==> config.mk <==
export PLATFORM = sky130hd
export DESIGN_NAME = ict_ctrl
export DESIGN_NICKNAME = d
export VERILOG_FILES = /design/src/rtl/ict_pkg.sv /design/src/rtl/ict_ctrl.sv
export SDC_FILE = /design/constraint.sdc
export NUM_CORES = 1
export LEC_CHECK = 0
export ABC_AREA = 1
export BUFFER_PORTS_ARGS = -buffer_cell sky130_fd_sc_hd__clkbuf_2
export CORE_AREA = 2 2 39 41
export CTS_CLUSTER_DIAMETER = 60
export CTS_CLUSTER_SIZE = 30
export DETAILED_ROUTE_END_ITERATION = 10
export DIE_AREA = 0 0 41 43
export GPL_ROUTABILITY_DRIVEN = 0
export PLACE_DENSITY = 0.74
export SYNTH_ARGS = -nofsm -noshare
export SYNTH_HDL_FRONTEND = slang
export SYNTH_SLANG_ARGS = --single-unit
export TNS_END_PERCENT = 20
==> constraint.sdc <==
create_clock -name aclk -period 1.8 [get_ports aclk]
set_input_delay 0.36 -clock aclk [delete_from_list [all_inputs] [get_ports aclk]]
set_output_delay 0.36 -clock aclk [all_outputs]
set_load 0.03 [all_outputs]
==> src/rtl/ict_pkg.sv <==
package ict_pkg;

    localparam int WINDOW_SIZE_DEF = 4096;
    localparam int COUNT_BITS_DEF  = 16;

    localparam logic [1:0] OP_ADD   = 2'd0;
    localparam logic [1:0] OP_QUERY = 2'd1;
    localparam logic [1:0] OP_CLEAR = 2'd2;
    localparam logic [1:0] OP_WHOLE = 2'd3;

    localparam logic [1:0] STAT_OK       = 2'd0;
    localparam logic [1:0] STAT_MISMATCH = 2'd1;
    localparam logic [1:0] STAT_OVERFLOW = 2'd2;
    localparam logic [1:0] STAT_OUTSIDE  = 2'd3;

    typedef enum logic [3:0] {
        ST_IDLE, ST_DECIDE, ST_LD_FILL, ST_FILL, ST_LD_LEFT, ST_LEFT,
        ST_LD_RIGHT, ST_RIGHT, ST_LD_INC, ST_INC_RD, ST_INC_WR,
        ST_LD_QRY, ST_QRY, ST_DRAIN, ST_DONE
    } state_t;

    typedef enum logic [1:0] {ACT_NONE, ACT_FIRST, ACT_GROW, ACT_QUERY} act_t;
    typedef enum logic [2:0] {SEG_FILL, SEG_LEFT, SEG_RIGHT, SEG_INC, SEG_QRY} seg_t;
    typedef enum logic [1:0] {WR_ZERO, WR_ONE, WR_INC} wsel_t;

    typedef struct packed {
        logic  in_load;
        logic  decide;
        logic  seg_load;
        seg_t  seg;
        logic  step;
        logic  rd_en;
        logic  wr_en;
        wsel_t wsel;
        logic  stat_clear;
        logic  out_load;
    } cmd_t;

    typedef struct packed {
        act_t act;
        logic run_done;
        logic pipe_busy;
        logic out_free;
    } sts_t;

    typedef struct packed {
        logic [1:0]  status;
        logic [15:0] depth_min;
        logic [15:0] depth_max;
        logic [27:0] depth_sum;
        logic [43:0] depth_sum_squares;
        logic [12:0] range_length;
        logic [31:0] window_first;
        logic [31:0] window_last;
    } res_t;

endpackage

==> src/rtl/ict_ctrl.sv <==
module ict_ctrl (
    input  logic            aclk,
    input  logic            aresetn,
    input  logic            in_valid,
    output logic            in_ready,
    input  ict_pkg::sts_t   sts,
    output ict_pkg::cmd_t   cmd
);

    ict_pkg::state_t state_reg, state_next;

    always_ff @(posedge aclk) begin
        if (!aresetn) begin
            state_reg <= ict_pkg::ST_IDLE;
        end else begin
            state_reg <= state_next;
        end
    end

    always_comb begin
        state_next = state_reg;
        unique case (state_reg)
            ict_pkg::ST_IDLE:     if (in_valid) state_next = ict_pkg::ST_DECIDE;
            ict_pkg::ST_DECIDE: begin
                unique case (sts.act)
                    ict_pkg::ACT_FIRST: state_next = ict_pkg::ST_LD_FILL;
                    ict_pkg::ACT_GROW:  state_next = ict_pkg::ST_LD_LEFT;
                    ict_pkg::ACT_QUERY: state_next = ict_pkg::ST_LD_QRY;
                    default:            state_next = ict_pkg::ST_DONE;
                endcase
            end
            ict_pkg::ST_LD_FILL:  state_next = ict_pkg::ST_FILL;
            ict_pkg::ST_FILL:     if (sts.run_done) state_next = ict_pkg::ST_DONE;
            ict_pkg::ST_LD_LEFT:  state_next = ict_pkg::ST_LEFT;
            ict_pkg::ST_LEFT:     if (sts.run_done) state_next = ict_pkg::ST_LD_RIGHT;
            ict_pkg::ST_LD_RIGHT: state_next = ict_pkg::ST_RIGHT;
            ict_pkg::ST_RIGHT:    if (sts.run_done) state_next = ict_pkg::ST_LD_INC;
            ict_pkg::ST_LD_INC:   state_next = ict_pkg::ST_INC_RD;
            ict_pkg::ST_INC_RD:   state_next = sts.run_done ? ict_pkg::ST_DONE
                                                            : ict_pkg::ST_INC_WR;
            ict_pkg::ST_INC_WR:   state_next = ict_pkg::ST_INC_RD;
            ict_pkg::ST_LD_QRY:   state_next = ict_pkg::ST_QRY;
            ict_pkg::ST_QRY:      if (sts.run_done) state_next = ict_pkg::ST_DRAIN;
            ict_pkg::ST_DRAIN:    if (!sts.pipe_busy) state_next = ict_pkg::ST_DONE;
            ict_pkg::ST_DONE:     if (sts.out_free) state_next = ict_pkg::ST_IDLE;
            default:              state_next = ict_pkg::ST_IDLE;
        endcase
    end

    always_comb begin
        cmd = '0;
        cmd.seg = ict_pkg::SEG_FILL;
        cmd.wsel = ict_pkg::WR_ZERO;
        in_ready = 1'b0;
        unique case (state_reg)
            ict_pkg::ST_IDLE: begin
                in_ready = 1'b1;
                cmd.in_load = in_valid;
            end
            ict_pkg::ST_DECIDE:   cmd.decide = 1'b1;
            ict_pkg::ST_LD_FILL: begin
                cmd.seg_load = 1'b1;
                cmd.seg = ict_pkg::SEG_FILL;
            end
            ict_pkg::ST_LD_LEFT: begin
                cmd.seg_load = 1'b1;
                cmd.seg = ict_pkg::SEG_LEFT;
            end
            ict_pkg::ST_LD_RIGHT: begin
                cmd.seg_load = 1'b1;
                cmd.seg = ict_pkg::SEG_RIGHT;
            end
            ict_pkg::ST_LD_INC: begin
                cmd.seg_load = 1'b1;
                cmd.seg = ict_pkg::SEG_INC;
            end
            ict_pkg::ST_LD_QRY: begin
                cmd.seg_load = 1'b1;
                cmd.seg = ict_pkg::SEG_QRY;
                cmd.stat_clear = 1'b1;
            end
            ict_pkg::ST_FILL: begin
                cmd.wr_en = !sts.run_done;
                cmd.step = !sts.run_done;
                cmd.wsel = ict_pkg::WR_ONE;
            end
            ict_pkg::ST_LEFT, ict_pkg::ST_RIGHT: begin
                cmd.wr_en = !sts.run_done;
                cmd.step = !sts.run_done;
                cmd.wsel = ict_pkg::WR_ZERO;
            end
            ict_pkg::ST_INC_RD:   cmd.rd_en = !sts.run_done;
            ict_pkg::ST_INC_WR: begin
                cmd.wr_en = 1'b1;
                cmd.step = 1'b1;
                cmd.wsel = ict_pkg::WR_INC;
            end
            ict_pkg::ST_QRY: begin
                cmd.rd_en = !sts.run_done;
                cmd.step = !sts.run_done;
            end
            ict_pkg::ST_DRAIN: ;
            ict_pkg::ST_DONE:     cmd.out_load = sts.out_free;
            default: ;
        endcase
    end

endmodule

==> reports/metrics.csv <==
stage,metric,value,unit
logic_synthesis,synth_top_family_by_area,simple AND/OR/NAND/NOR gates,
global_routing,met2_usage,31.9,%
logic_synthesis,synth-seq-cells,4,
critical_path,cpPeakStageDelay,0.34,ns
clock_network,post_cts_buffers,0,
logic_synthesis,synth_top_area_share,21.7,%
logic_synthesis,synth_compound_area_share,7.66,%
floorplanning,core.rowCount,14,
critical_path,endpoint_kind,output port,
global_routing,antenna_found_initial,0,
clock_network,cts_resized,5,
floorplanning,fp.dieW,41,um
detailed_routing,wire_per_inst,9.93,um
timing,hold_viol,0,
logic_synthesis,netlist_top_cells_count,"nand2_1 (34), inv_1 (15), nand3_1 (13)",
layout,largest_register_ff_count,4,
global_routing,grt_max_degree,8,
logic_synthesis,synth_nets,123,
critical_path,crit_chain,"buf_4, nor2_1, nand2_1, o21ai_0, buf_2",
run,maxCapViolCount,0,
clock_network,cts_inserted_buffers,3,
critical_path,cp.arrival,1.37,ns
logic_synthesis,ys_seq_area_share,13.6,%
detailed_routing,dr.pass1.iters,4,
detailed_routing,drcViolationCount,0,
timing,drv_slew,0,
timing,slew_headroom,86.4,%
critical_path,worst-path-max-fanout,6,
worst_hold_path,hold_class,primary input to register,
logic_synthesis,syn_area_per_cell,5.30,um^2
global_routing,gr-total-overflow,0,
critical_path,path_buf_inv,2,
logic_synthesis,synth_area_leader_cell,nand2_1,
timing,post-route-min-period,1.73,ns
critical_path,cp.required,1.44,ns
logic_synthesis,synth_edf_count,0,
place,place_inst,148,
logic_synthesis,synthTopCellsByArea,"nand2_1 (22%), dfxtp_1 (14%), nand3_1 (11%), inv_1 (9.6%), ha_1 (8.5%)",
floorplanning,fp.dieArea,1760,um^2
place,port_buffers,21,
global_routing,grtUsageMet1,23.4,%
floorplanning,initial_utilization,42.5,%
logic_synthesis,synth_adder_area_share,8.51,%
clock_network,ctsHoldBuffers,0,
timing,finalSetupViolCount,0,
logic_synthesis,synth_xor_area_share,0,%
floorplanning,boundaryPins,22,
clock_network,clock_sinks,4,
logic_synthesis,yosysWarnings,0,
layout,n_antenna_cell,0,
floorplanning,core_area,1380,um^2
timing,fmax,0.579,GHz
timing,period_share,96.0,%
timing,worst_slack,0.0722,ns
detailed_routing,vias,756,
logic_synthesis,muxShareOfSynthArea,0,%
critical_path,r2r_slack,0.45,ns
power_and_ir_drop,ir_drop,0.957,mV
global_routing,gr-max-usage-layer,met2,
logic_synthesis,synth-simple-area-share,57.2,%
logic_synthesis,synth.distinct_cells,16,
floorplanning,die-height,43,um
global_routing,first_global_vias,621,
detailed_routing,drtAntennaViolNets,0,
timing,rsz0062_at_grt,yes,
clock_network,clk_latency,0.24,ns
detailed_routing,drtIter0Drc,22,
clock_network,clkSlewWorstSetupHoldPaths,0.04,ns
global_routing,grt_pass1_wl,2380,um
layout,syn2layout_area_growth,31.1,%
layout,final_cells,151,
layout,nets,149,
critical_path,startpoint_type,register,
layout,drive_gt1_share,34.8,%
global_routing,grt_use_met3,6.81,%
clock_network,cts_tree,yes,
logic_synthesis,async_flop_share,0,%
logic_synthesis,synthCells,111,
timing,tightest_slew,0.203,ns
critical_path,critPathTopFamily,buffers and inverters,
logic_synthesis,synthesis.area,588,um^2
detailed_routing,wl,1500,um
power_and_ir_drop,leakagePower,0.501,nW
detailed_routing,routed_via_density,5.01,
place,dp_slack,0.210,ns
power_and_ir_drop,powerDensity,1680,nW/um^2
clock_network,clockRootBuffer,clkbuf_4,
logic_synthesis,post-synth-top-count-cell,nand2_1,
global_routing,track_usage,19.4,%
logic_synthesis,synth_flop_cell,dfxtp_1,
critical_path,crit_slowest_cell,dfxtp_2,
critical_path,path_class,register to output port,
clock_network,cts_buffer_depth,2,
status,outcome,"complete, no violations",
place,dp_hpwl,1250,um
clock_network,htreeDepth,1,
timing,fin_skew,0.00495,ns
worst register-to-register path, stage by stage, from the launching register on:
cell and delay (ns):
dfxtp_2 0.34, buf_4 0.15, nor2_4 0.16, inv_1 0.08, nor2_1 0.15, o21ai_0 0.13
nand3_1 0.10, nand2_1 0.05, a21oi_1 0.11
worst paths after layout:
check,endpoint,cells past startpoint,startpoint
min,state_reg[3]$_SDFFE_PN0P_,3,aresetn
max,cmd[5],5,state_reg[2]$_SDFFE_PN0P_
max reg2reg,state_reg[2]$_SDFFE_PN0P_,8,state_reg[2]$_SDFFE_PN0P_
min reg2reg,state_reg[2]$_SDFFE_PN0P_,2,state_reg[2]$_SDFFE_PN0P_
power breakdown:
part | switching [mW] | leakage (nW) | internal (mW)
clock | 0.0359 | 0.0138 | 0.0745
sequential | 0.0838 | 0.0347 | 0.138
combinational | 0.661 | 0.453 | 0.302
total | 0.781 | 0.501 | 0.515
placed cells by master, fill, tap and decap left out:
cell,netlist,layout
nand2_1,34,33
clkbuf_2,0,18
inv_1,15,15
nand3_1,13,13
nor2_1,12,12
nand2_2,4,5
inv_2,4,4
nor2_4,1,4
a21oi_1,4,4
o21ai_0,4,4
ha_1,4,4
clkbuf_4,0,4
nor2_2,6,3
dfxtp_2,0,3
nor3_1,3,2
buf_2,1,2
nor3_2,0,1
nand3_2,1,1
o21ai_1,1,1
buf_4,0,1
dfxtp_4,0,1
stage by stage:
step	utilization, %	hold WS (ns)	power (mW)	cell area [um^2]	setup TNS, ns
after detailed placement	52.1	0.530	1.13	721	0
after global placement	52.1	0.533	1.14	721	0
after CTS	54.4	0.341	1.27	753	0
after floorplan	-	0.484	0.908	593	0
final	55.7	0.344	1.30	771	0
after global routing	55.7	0.365	1.42	771	-0.00403
per-layer routing:
layer	up-vias	share of wire [%]
li1	394	-
met1	333	41
met2	29	51
met3	0	7.6
met4	0	0
met5	-	0
cell families after synthesis:
| group | count (synthesis) |
|---|---|
| buffers and inverters | 20 |
| AO/OA/AOI/OAI | 9 |
| flip-flops | 4 |
| adder cells (fa/ha/maj) | 4 |
| AND/OR/NAND/NOR | 74 |
layout make-up:
type,instances,area [um^2]
Fill cell,145,613
Multi-Input combinational cell,87,454
Timing Repair Buffer,22,115
Sequential cell,4,87.6
Inverter,19,71.3
Clock buffer,3,22.5
Tap cell,16,20.0
(Power assumes the default switching activity.)
